`src/design/bbr_pkg.sv`:
```
// Package for the 3x3 box blur: sizes, register indexes and the result record.
// Used by every design file through scoped names; depends on nothing.
package bbr_pkg;

  localparam int MAX_WIDTH  = 2048;
  localparam int MAX_HEIGHT = 2048;

  localparam int COL_W = $clog2(MAX_WIDTH);
  localparam int ROW_W = $clog2(MAX_HEIGHT);
  localparam int DIM_W = 12;
  localparam int CH_W  = 8;
  localparam int NUM_CH = 3;
  localparam int PIX_W = NUM_CH * CH_W;
  localparam int WIN_N = 9;
  localparam int SUM_W = CH_W + 4;
  localparam int NUM_RES = 4;

  // floor(s / 9) == (s * RECIP_9) >> RECIP_SHIFT for every 9-pixel sum
  localparam int RECIP_SHIFT = 16;
  localparam int RECIP_W = 13;
  localparam logic [RECIP_W-1:0] RECIP_9 = RECIP_W'(((1 << RECIP_SHIFT) + 8) / 9);

  localparam int CFG_IDX_W = 1;

  typedef enum logic [CFG_IDX_W-1:0] {
    REG_IMAGE_WIDTH  = 1'b0,
    REG_IMAGE_HEIGHT = 1'b1
  } cfg_reg_t;

  // result slots: bit 0 (r-1,c-1), bit 1 (r-1,c), bit 2 (r,c-1), bit 3 (r,c)
  typedef struct packed {
    logic [ROW_W-1:0]   row;
    logic [COL_W-1:0]   col;
    logic [NUM_RES-1:0] mask;
    logic [PIX_W-1:0]   a_val;
    logic [PIX_W-1:0]   b_val;
    logic [PIX_W-1:0]   c_val;
    logic [PIX_W-1:0]   d_val;
  } emit_item_t;

endpackage

```
`src/design/bbr_emit.sv`:
```
// Result stage of the box blur: holds one pixel's results and sends them one per transfer.
// Depends on bbr_pkg.
module bbr_emit (
  input  logic                     clk,
  input  logic                     rst,
  input  logic                     load,
  input  bbr_pkg::emit_item_t      item,
  output logic                     ready,
  output logic                     out_valid,
  input  logic                     out_stall,
  output logic [bbr_pkg::ROW_W-1:0] out_row,
  output logic [bbr_pkg::COL_W-1:0] out_col,
  output logic [bbr_pkg::CH_W-1:0]  out_blue,
  output logic [bbr_pkg::CH_W-1:0]  out_green,
  output logic [bbr_pkg::CH_W-1:0]  out_red,
  output logic                     run_last,
  output logic                     frame_done
);

  bbr_pkg::emit_item_t held;
  logic                held_valid;
  logic [bbr_pkg::NUM_RES-1:0] mask_rest;
  logic                single;
  logic                xfer;
  logic [bbr_pkg::PIX_W-1:0] pix;

  assign mask_rest = held.mask & (held.mask - bbr_pkg::NUM_RES'(1));
  assign single    = (mask_rest == '0);
  assign xfer      = held_valid && !out_stall;
  assign ready     = !held_valid || (xfer && single);
  assign out_valid = held_valid;
  assign run_last  = single;

  always_comb begin
    out_row    = held.row;
    out_col    = held.col;
    pix        = held.d_val;
    frame_done = 1'b0;
    if (held.mask[0]) begin
      out_row = held.row - bbr_pkg::ROW_W'(1);
      out_col = held.col - bbr_pkg::COL_W'(1);
      pix     = held.a_val;
    end else if (held.mask[1]) begin
      out_row = held.row - bbr_pkg::ROW_W'(1);
      pix     = held.b_val;
    end else if (held.mask[2]) begin
      out_col = held.col - bbr_pkg::COL_W'(1);
      pix     = held.c_val;
    end else begin
      frame_done = 1'b1;
    end
    out_blue  = pix[0 +: bbr_pkg::CH_W];
    out_green = pix[bbr_pkg::CH_W +: bbr_pkg::CH_W];
    out_red   = pix[2*bbr_pkg::CH_W +: bbr_pkg::CH_W];
  end

  always_ff @(posedge clk) begin
    if (rst) begin
      held_valid <= 1'b0;
    end else if (load) begin
      held_valid <= 1'b1;
    end else if (xfer && single) begin
      held_valid <= 1'b0;
    end
  end

  always_ff @(posedge clk) begin
    if (load) begin
      held <= item;
    end else if (xfer) begin
      held.mask <= mask_rest;
    end
  end

endmodule

```
`config.mk`:
```
export PLATFORM = sky130hd
export DESIGN_NAME = bbr_emit
export DESIGN_NICKNAME = d
export VERILOG_FILES = /design/src/design/bbr_pkg.sv /design/src/design/bbr_emit.sv
export SDC_FILE = /design/constraint.sdc
export NUM_CORES = 1
export LEC_CHECK = 0
export BUFFER_PORTS_ARGS = -buffer_cell sky130_fd_sc_hd__buf_4
export CELL_PAD_IN_SITES_DETAIL_PLACEMENT = 1
export CELL_PAD_IN_SITES_GLOBAL_PLACEMENT = 2
export CORE_MARGIN = 4
export CORE_UTILIZATION = 32
export CTS_BUF_LIST = sky130_fd_sc_hd__clkbuf_16
export DETAILED_ROUTE_END_ITERATION = 7
export HOLD_SLACK_MARGIN = 0.12
export PLACE_DENSITY = 0.85
export SYNTH_ARGS = -nofsm -noshare
export SYNTH_HDL_FRONTEND = slang
export SYNTH_SLANG_ARGS = --single-unit
```
`constraint.sdc`:
```
create_clock -name clk -period 2.6 [get_ports clk]
set_clock_uncertainty 0.15 [all_clocks]
set_input_delay 0.52 -clock clk [delete_from_list [all_inputs] [get_ports clk]]
set_output_delay 0.52 -clock clk [all_outputs]
set_load 0.02 [all_outputs]
```
==> impl_metrics.env, run 1 <==
export IMPL_avgSynthCellArea_um2=15.0
export IMPL_syn_num_nets=452
export IMPL_die_area_um2=17300
export IMPL_grt_overflow=0
export IMPL_globalplace_congestion=0.801
export IMPL_hp_start="item[101]"
export IMPL_drc=0
export IMPL_cp_data_arrival_time_ps=2100
export IMPL_finalHoldViolations=0
export IMPL_fin_ws_ps=-171
export IMPL_maxCapViolations=0
export IMPL_async_flop_share=0
export IMPL_synth_distinct_cells=31
export IMPL_rr_startpoint="held[97]$_DFFE_PP_"
export IMPL_layout_drive_gt1_share=0.441
export IMPL_drt_iter0_drc=135
export IMPL_synthCells=324
export IMPL_ys_warn_count=0
export IMPL_via_per_inst=4.71
export IMPL_cts_tree="done"
export IMPL_grt_pass1_vias=4344
export IMPL_fmax_mhz=361
export IMPL_crit_fanout=5
export IMPL_antenna_found_initial=1
export IMPL_grt_max_degree=68
export IMPL_cts_htree_levels=4
export IMPL_ys_flop_type="edfxtp_1"
export IMPL_startpoint="held[97]$_DFFE_PP_"
export IMPL_vias=3969
export IMPL_io_buffer_count=175
export IMPL_drt_wl_total_mm=16.5
export IMPL_pre_cts_ws_ps=172
export IMPL_holdCritPathClass="in -> reg"
export IMPL_slew_limit_headroom=0.513
export IMPL_die_h_um=131
export IMPL_fin_crit_sh=1.07
export IMPL_start_util=0.331
export IMPL_nFillCells=1433
export IMPL_layout_min_cycle_time_ps=2770
export IMPL_power_density_nw_per_um2=668
export IMPL_crit_type="reg -> out"
export IMPL_slew_viol_final=0
export IMPL_numCtsBuffers=17
export IMPL_syn_cell_area_um2=4870
export IMPL_coreArea_um2=14700
export IMPL_ir_drop_mv=0.423
export IMPL_area_growth_pct=77.6
export IMPL_drtPass1Iterations=4
export IMPL_required_ps=1930
export IMPL_path_clk_slew_ps=60
export IMPL_layout_nets=773
export IMPL_setup_violations=13
export IMPL_dp_hpwl_mm=9.26
export IMPL_routedWlPerCell_um=19.5
export IMPL_tightestPinTransition_ps=722
export IMPL_cts_root_buf="clkbuf_16"
export IMPL_track_usage=0.179
export IMPL_clockBufferDepth=2
export IMPL_clock_sinks=123
export IMPL_violations="setup timing"
export IMPL_holdWs_ps=141
export IMPL_synth_enable_flop_cells=122
export IMPL_rsz0062_at_grt="true"
export IMPL_grt_pass1_wl_mm=23.5
export IMPL_endpoint_kind="output port"
export IMPL_ys_seq_area_frac=0.757
export IMPL_final_antenna_net_count=0
export IMPL_synth_seq_cells=123
export IMPL_start_kind="flip-flop"
export IMPL_worstSkewPairLatency_ps=410
export IMPL_num_rows=44
export IMPL_io_pins=176
export IMPL_die_w_um=131
export IMPL_p_leak_uw=0.00354
export IMPL_outcome="complete, but fails checks"
[power breakdown]
part	switching [uW]	leakage [uW]	total [uW]	internal, uW
sequential	80.5	0.00120	2440	2360
clock	792	0.000286	2260	1470
combinational	512	0.00205	1080	564
total	1380	0.00354	5780	4390
[cells by family after synthesis]
logic type / count (synthesis) / share of synthesized area
adders and majority gates: 2 / 0.00514
xor gates and xnor gates: 18 / 0.0324
AOI/OAI and AO/OA: 72 / 0.0848
and+or+nand+nor: 70 / 0.0679
DFF: 123 / 0.757
buffers and inverters: 23 / 0.0203
muxes: 16 / 0.0329
[state kept, by name, indices dropped and copies added (netlist names)]
register and flops:
held 122, out_valid 1
[metrics by stage]
stage	TNS [ps]	power, uW	std cells	util	instance area, um2
final	-1050	5780	842	0.588	8650
after global routing	-3100	6030	842	0.588	8650
after CTS	-460	5690	810	0.552	8110
after detailed placement	0	3230	679	0.438	6440
after global placement	0	3200	679	0.438	6440
after floorplan	0	2790	324	-	4870
[cells in the final DEF (no fill, tap or decap), drive strengths merged, types with 2 or more instances in the layout]
master	instances
nor2	26
clkinv	7
edfxtp	122
dlygate4sd3	95
mux2i	16
o21ai	33
nand2	28
buf	220
ha	2
a21oi	19
clkbuf	19
xor2	10
a22oi	16
xnor2	8
inv	10
o41ai	2
nor4	4
bufinv	3
nor3	4
[critical path, cell delays in order, from the launching register on]
cell and delay, ps:
edfxtp_1 510, buf_6 170, nor2b_4 180, o211ai_1 130
buf_4 190, nor4_4 170, xor2_1 180, buf_4 160
[cells in the mapped netlist (all sizes together) (2+ instances only)]
| cell | n | share of area |
|---|---|---|
| a21oi | 19 | 0.020 |
| nor3 | 4 | 0.0041 |
| xnor2 | 8 | 0.014 |
| mux2i | 16 | 0.033 |
| ha | 2 | 0.0051 |
| edfxtp | 122 | 0.75 |
| a22oi | 16 | 0.025 |
| nand2 | 28 | 0.022 |
| o41ai | 2 | 0.0036 |
| nor2 | 26 | 0.022 |
| inv | 7 | 0.0054 |
| o21ai | 33 | 0.034 |
| nor4 | 4 | 0.0051 |
| buf | 5 | 0.0062 |
| clkbuf | 11 | 0.0087 |
| xor2 | 10 | 0.018 |
[area by class of cell]
type | count | area [um2] | share of cell area
inverters | 7 | 26.3 | 0.00304
repair buffers | 318 | 2780 | 0.322
flip-flops and latches | 123 | 3680 | 0.426
clock inverters | 14 | 139 | 0.0161
clock buffers | 17 | 425 | 0.0492
well taps | 184 | 230 | 0.0266
diodes | 1 | 2.50 | 0.000289
multi-input cells | 178 | 1360 | 0.157
[per-layer routing]
metal	up-vias	track usage	part of all wire
met4	0	0.0636	0.018
met5	-	0	0
met1	1950	0.186	0.38
met3	21	0.0558	0.047
li1	1875	-	-
met2	123	0.338	0.56
[path summary, 6_finish.rpt]
kind	to	slack, ps	cells past startpoint
worst max register to register	held[99]$_DFFE_PP_	920	4
worst min register to register	out_valid$_SDFFE_PP0P_	390	2
worst max-delay path	out_col[10]	-170	7
worst min-delay path	held[101]$_DFFE_PP_	140	1
[what timing repair did]
action | CTS | global route
gates cloned | 1 | 3
buffers inserted | 17 | 18
setup endpoints to repair | 22 | 42
gates resized for setup | 32 | 71
hold buffers | 83 | 12
pin swaps | 9 | 21
endpoints found under the hold margin | 83 | 12
(Power assumes the default switching activity.)
==> run 2, diff against run 1 <==
Settings changed: ABC_AREA from default to 1, PLACE_DENSITY 0.85 to default, PLACE_DENSITY_LB_ADDON from default to 0.15.
==> run 2 against run 1 <==
  * The flow now finishes without violations
  * Via count rose by 1.4%
  * Clock power rose by 11%
  * Utilization fell by 4.1 points
  * Synthesized cell count rose by 19%
==> impl_metrics.env, run 2 <==
export IMPL_pre_cts_ws_ps=395
export IMPL_numCtsBuffers=17
export IMPL_routedWlPerCell_um=16.0
export IMPL_setup_violations=0
export IMPL_swShare=0.233
export IMPL_synthCells=386
export IMPL_yosysTopAreaCell="edfxtp_1"
export IMPL_largest_register_ffs=122
export IMPL_fin_crit_sh=0.968
export IMPL_grt_pass1_vias=4338
export IMPL_holdWs_ps=139
export IMPL_final_antenna_net_count=0
export IMPL_async_flop_share=0
export IMPL_crit_fanout=9
export IMPL_fmax_mhz=397
export IMPL_drt_wl_total_mm=14.4
export IMPL_globalplace_congestion=0.803
export IMPL_cp_data_arrival_time_ps=1850
export IMPL_synth_enable_flop_cells=122
export IMPL_slew_limit_headroom=0.491
export IMPL_top_register="held"
export IMPL_io_pins=176
export IMPL_net_switching_power_uw=1380
export IMPL_placed_area_um2=6620
export IMPL_grt_max_degree=73
export IMPL_outcome="finished, final reports clean"
export IMPL_clock_sinks=123
export IMPL_via_per_inst=4.47
export IMPL_die_h_um=134
export IMPL_area_growth_pct=65.9
export IMPL_yosys_top_cells_area="edfxtp_1 73%, nand2_1 5.0%, inv_1 2.7%"
export IMPL_cts_tree="done"
export IMPL_utilization=0.547
export IMPL_tightestPinTransition_ps=755
export IMPL_crit_slowest_cell="edfxtp_1"
export IMPL_avgSynthCellArea_um2=13.1
export IMPL_required_ps=1930
export IMPL_ys_flop_type="edfxtp_1"
export IMPL_dp_hpwl_mm=9.49
export IMPL_cp_common_cell="buf_12"
export IMPL_intPower_uw=4530
export IMPL_drtPass1Iterations=6
export IMPL_max_stage_delay_ps=490
export IMPL_ys_warn_count=0
export IMPL_antenna_found_initial=0
export IMPL_io_buffer_count=175
export IMPL_start_util=0.330
export IMPL_finalHoldViolations=0
export IMPL_die_w_um=134
export IMPL_fin_ws_ps=83.9
export IMPL_slew_viol_final=0
export IMPL_crit_type="reg -> out"
export IMPL_final_area_um2=8380
export IMPL_yosys_top_cells_count="122 x edfxtp_1, 67 x nand2_1, 36 x inv_1"
export IMPL_ir_drop_mv=0.459
export IMPL_synth_seq_cells=123
export IMPL_die_area_um2=17900
export IMPL_maxCapViolations=0
export IMPL_layout_commonest_cell="buf_4"
export IMPL_syn_num_nets=514
export IMPL_start_kind="flip-flop"
export IMPL_path_clk_slew_ps=50
export IMPL_p_leak_uw=0.00354
export IMPL_grt_overflow=0
export IMPL_diodes=0
export IMPL_holdCritPathClass="in -> reg"
export IMPL_yosysTopAreaCellShare=0.726
export IMPL_synth_most_common_cell="edfxtp_1"
export IMPL_p_clk_frac=0.423
export IMPL_layout_drive_gt1_share=0.367
export IMPL_track_usage=0.162
export IMPL_layout_min_cycle_time_ps=2520
export IMPL_rsz0062_at_grt="true"
export IMPL_layout_nets=805
export IMPL_drt_iter0_drc=88
export IMPL_cts_root_buf="clkbuf_16"
export IMPL_power_density_nw_per_um2=706
export IMPL_drc=0
export IMPL_cts_htree_levels=4
export IMPL_path_cells="buf_12, buf_12, a22oi_2, nand3_1, o21ai_1, inv_1, buf_6"
export IMPL_synth_distinct_cells=31
export IMPL_pwr_share_comb=0.166
export IMPL_num_rows=45
export IMPL_syn_cell_area_um2=5050
export IMPL_vias=4025
export IMPL_coreArea_um2=15300
export IMPL_final_cell_mix="182 x buf_4, 122 x edfxtp_1, 91 x dlygate4sd3_1, 66 x nand2_1, 36 x inv_1"
export IMPL_worstSkewPairLatency_ps=410
export IMPL_power_frac_seq=0.411
export IMPL_grt_pass1_wl_mm=22.0
export IMPL_ys_seq_area_frac=0.730
export IMPL_endpoint_kind="output port"
export IMPL_clockBufferDepth=2
[run 2: logic make-up after synthesis]
group,after synthesis,share of synthesized area
compound gates,63,0.0704
xor+xnor,15,0.0260
fa+ha+maj,2,0.00496
buf+inv,54,0.0481
flops,123,0.730
simple gates,129,0.121
[run 2: power by group through the flow]
stage / logic (uW) / clock network (uW) / registers [uW]
floorplan: 389 / 0 / 2440
finish: 982 / 2500 / 2430
CTS: 936 / 2560 / 2430
detailed placement: 808 / 0 / 2460
global route: 1070 / 2670 / 2440
global placement: 795 / 0 / 2450
[run 2: layout make-up]
type	count	area [um2]
multi-input combinational	209	1180
tap	211	264
fill	1561	6940
clock buffer	17	425
timing repair buffer	284	2450
clock inverter	15	205
sequential	123	3680
inverter	42	165
[run 2: final timing paths]
path | endpoint | from | slack [ps] | cells after the start
hold / removal | held[48]$_DFFE_PP_ | item[48] | 140 | 1
hold reg to reg | out_valid$_SDFFE_PP0P_ | out_valid$_SDFFE_PP0P_ | 380 | 2
setup reg to reg | held[99]$_DFFE_PP_ | held[97]$_DFFE_PP_ | 1010 | 6
setup / recovery | out_red[2] | held[97]$_DFFE_PP_ | 80 | 7
[run 2: repair_timing]
item / CTS / global route
setup endpoints to repair: 13 / 28
cloned: 1 / 0
hold endpoints to repair: 66 / 25
hold buffers: 66 / 25
resized for setup: 6 / 21
pin swaps: 3 / 3
buffers inserted: 6 / 4
[run 2: through the flow]
step                      total power (uW)  instances  TNS (ps)
after floorplan                       2830        386         0
after global placement                3250        767         0
after detailed placement              3270        767         0
after CTS                             5920        872         0
after global routing                  6180        901      -149
final                                 5910        901         0
[run 2: critical path: cells and delay by family, from the launching register on]
kind | cells | cell delay, ps
simple gates | 1 | 120
compound gates | 2 | 270
buf+inv | 4 | 550
flops | 1 | 490
[run 2: metal layers]
metal | part of all wire | vias to the layer above | routed length (um) | global-route usage
met4 | 0.021 | 0 | 303 | 0.0680
met5 | 0 | - | 0 | 0
met2 | 0.52 | 134 | 7500 | 0.275
met3 | 0.054 | 23 | 780 | 0.0525
li1 | - | 1947 | - | -
met1 | 0.41 | 1921 | 5850 | 0.188
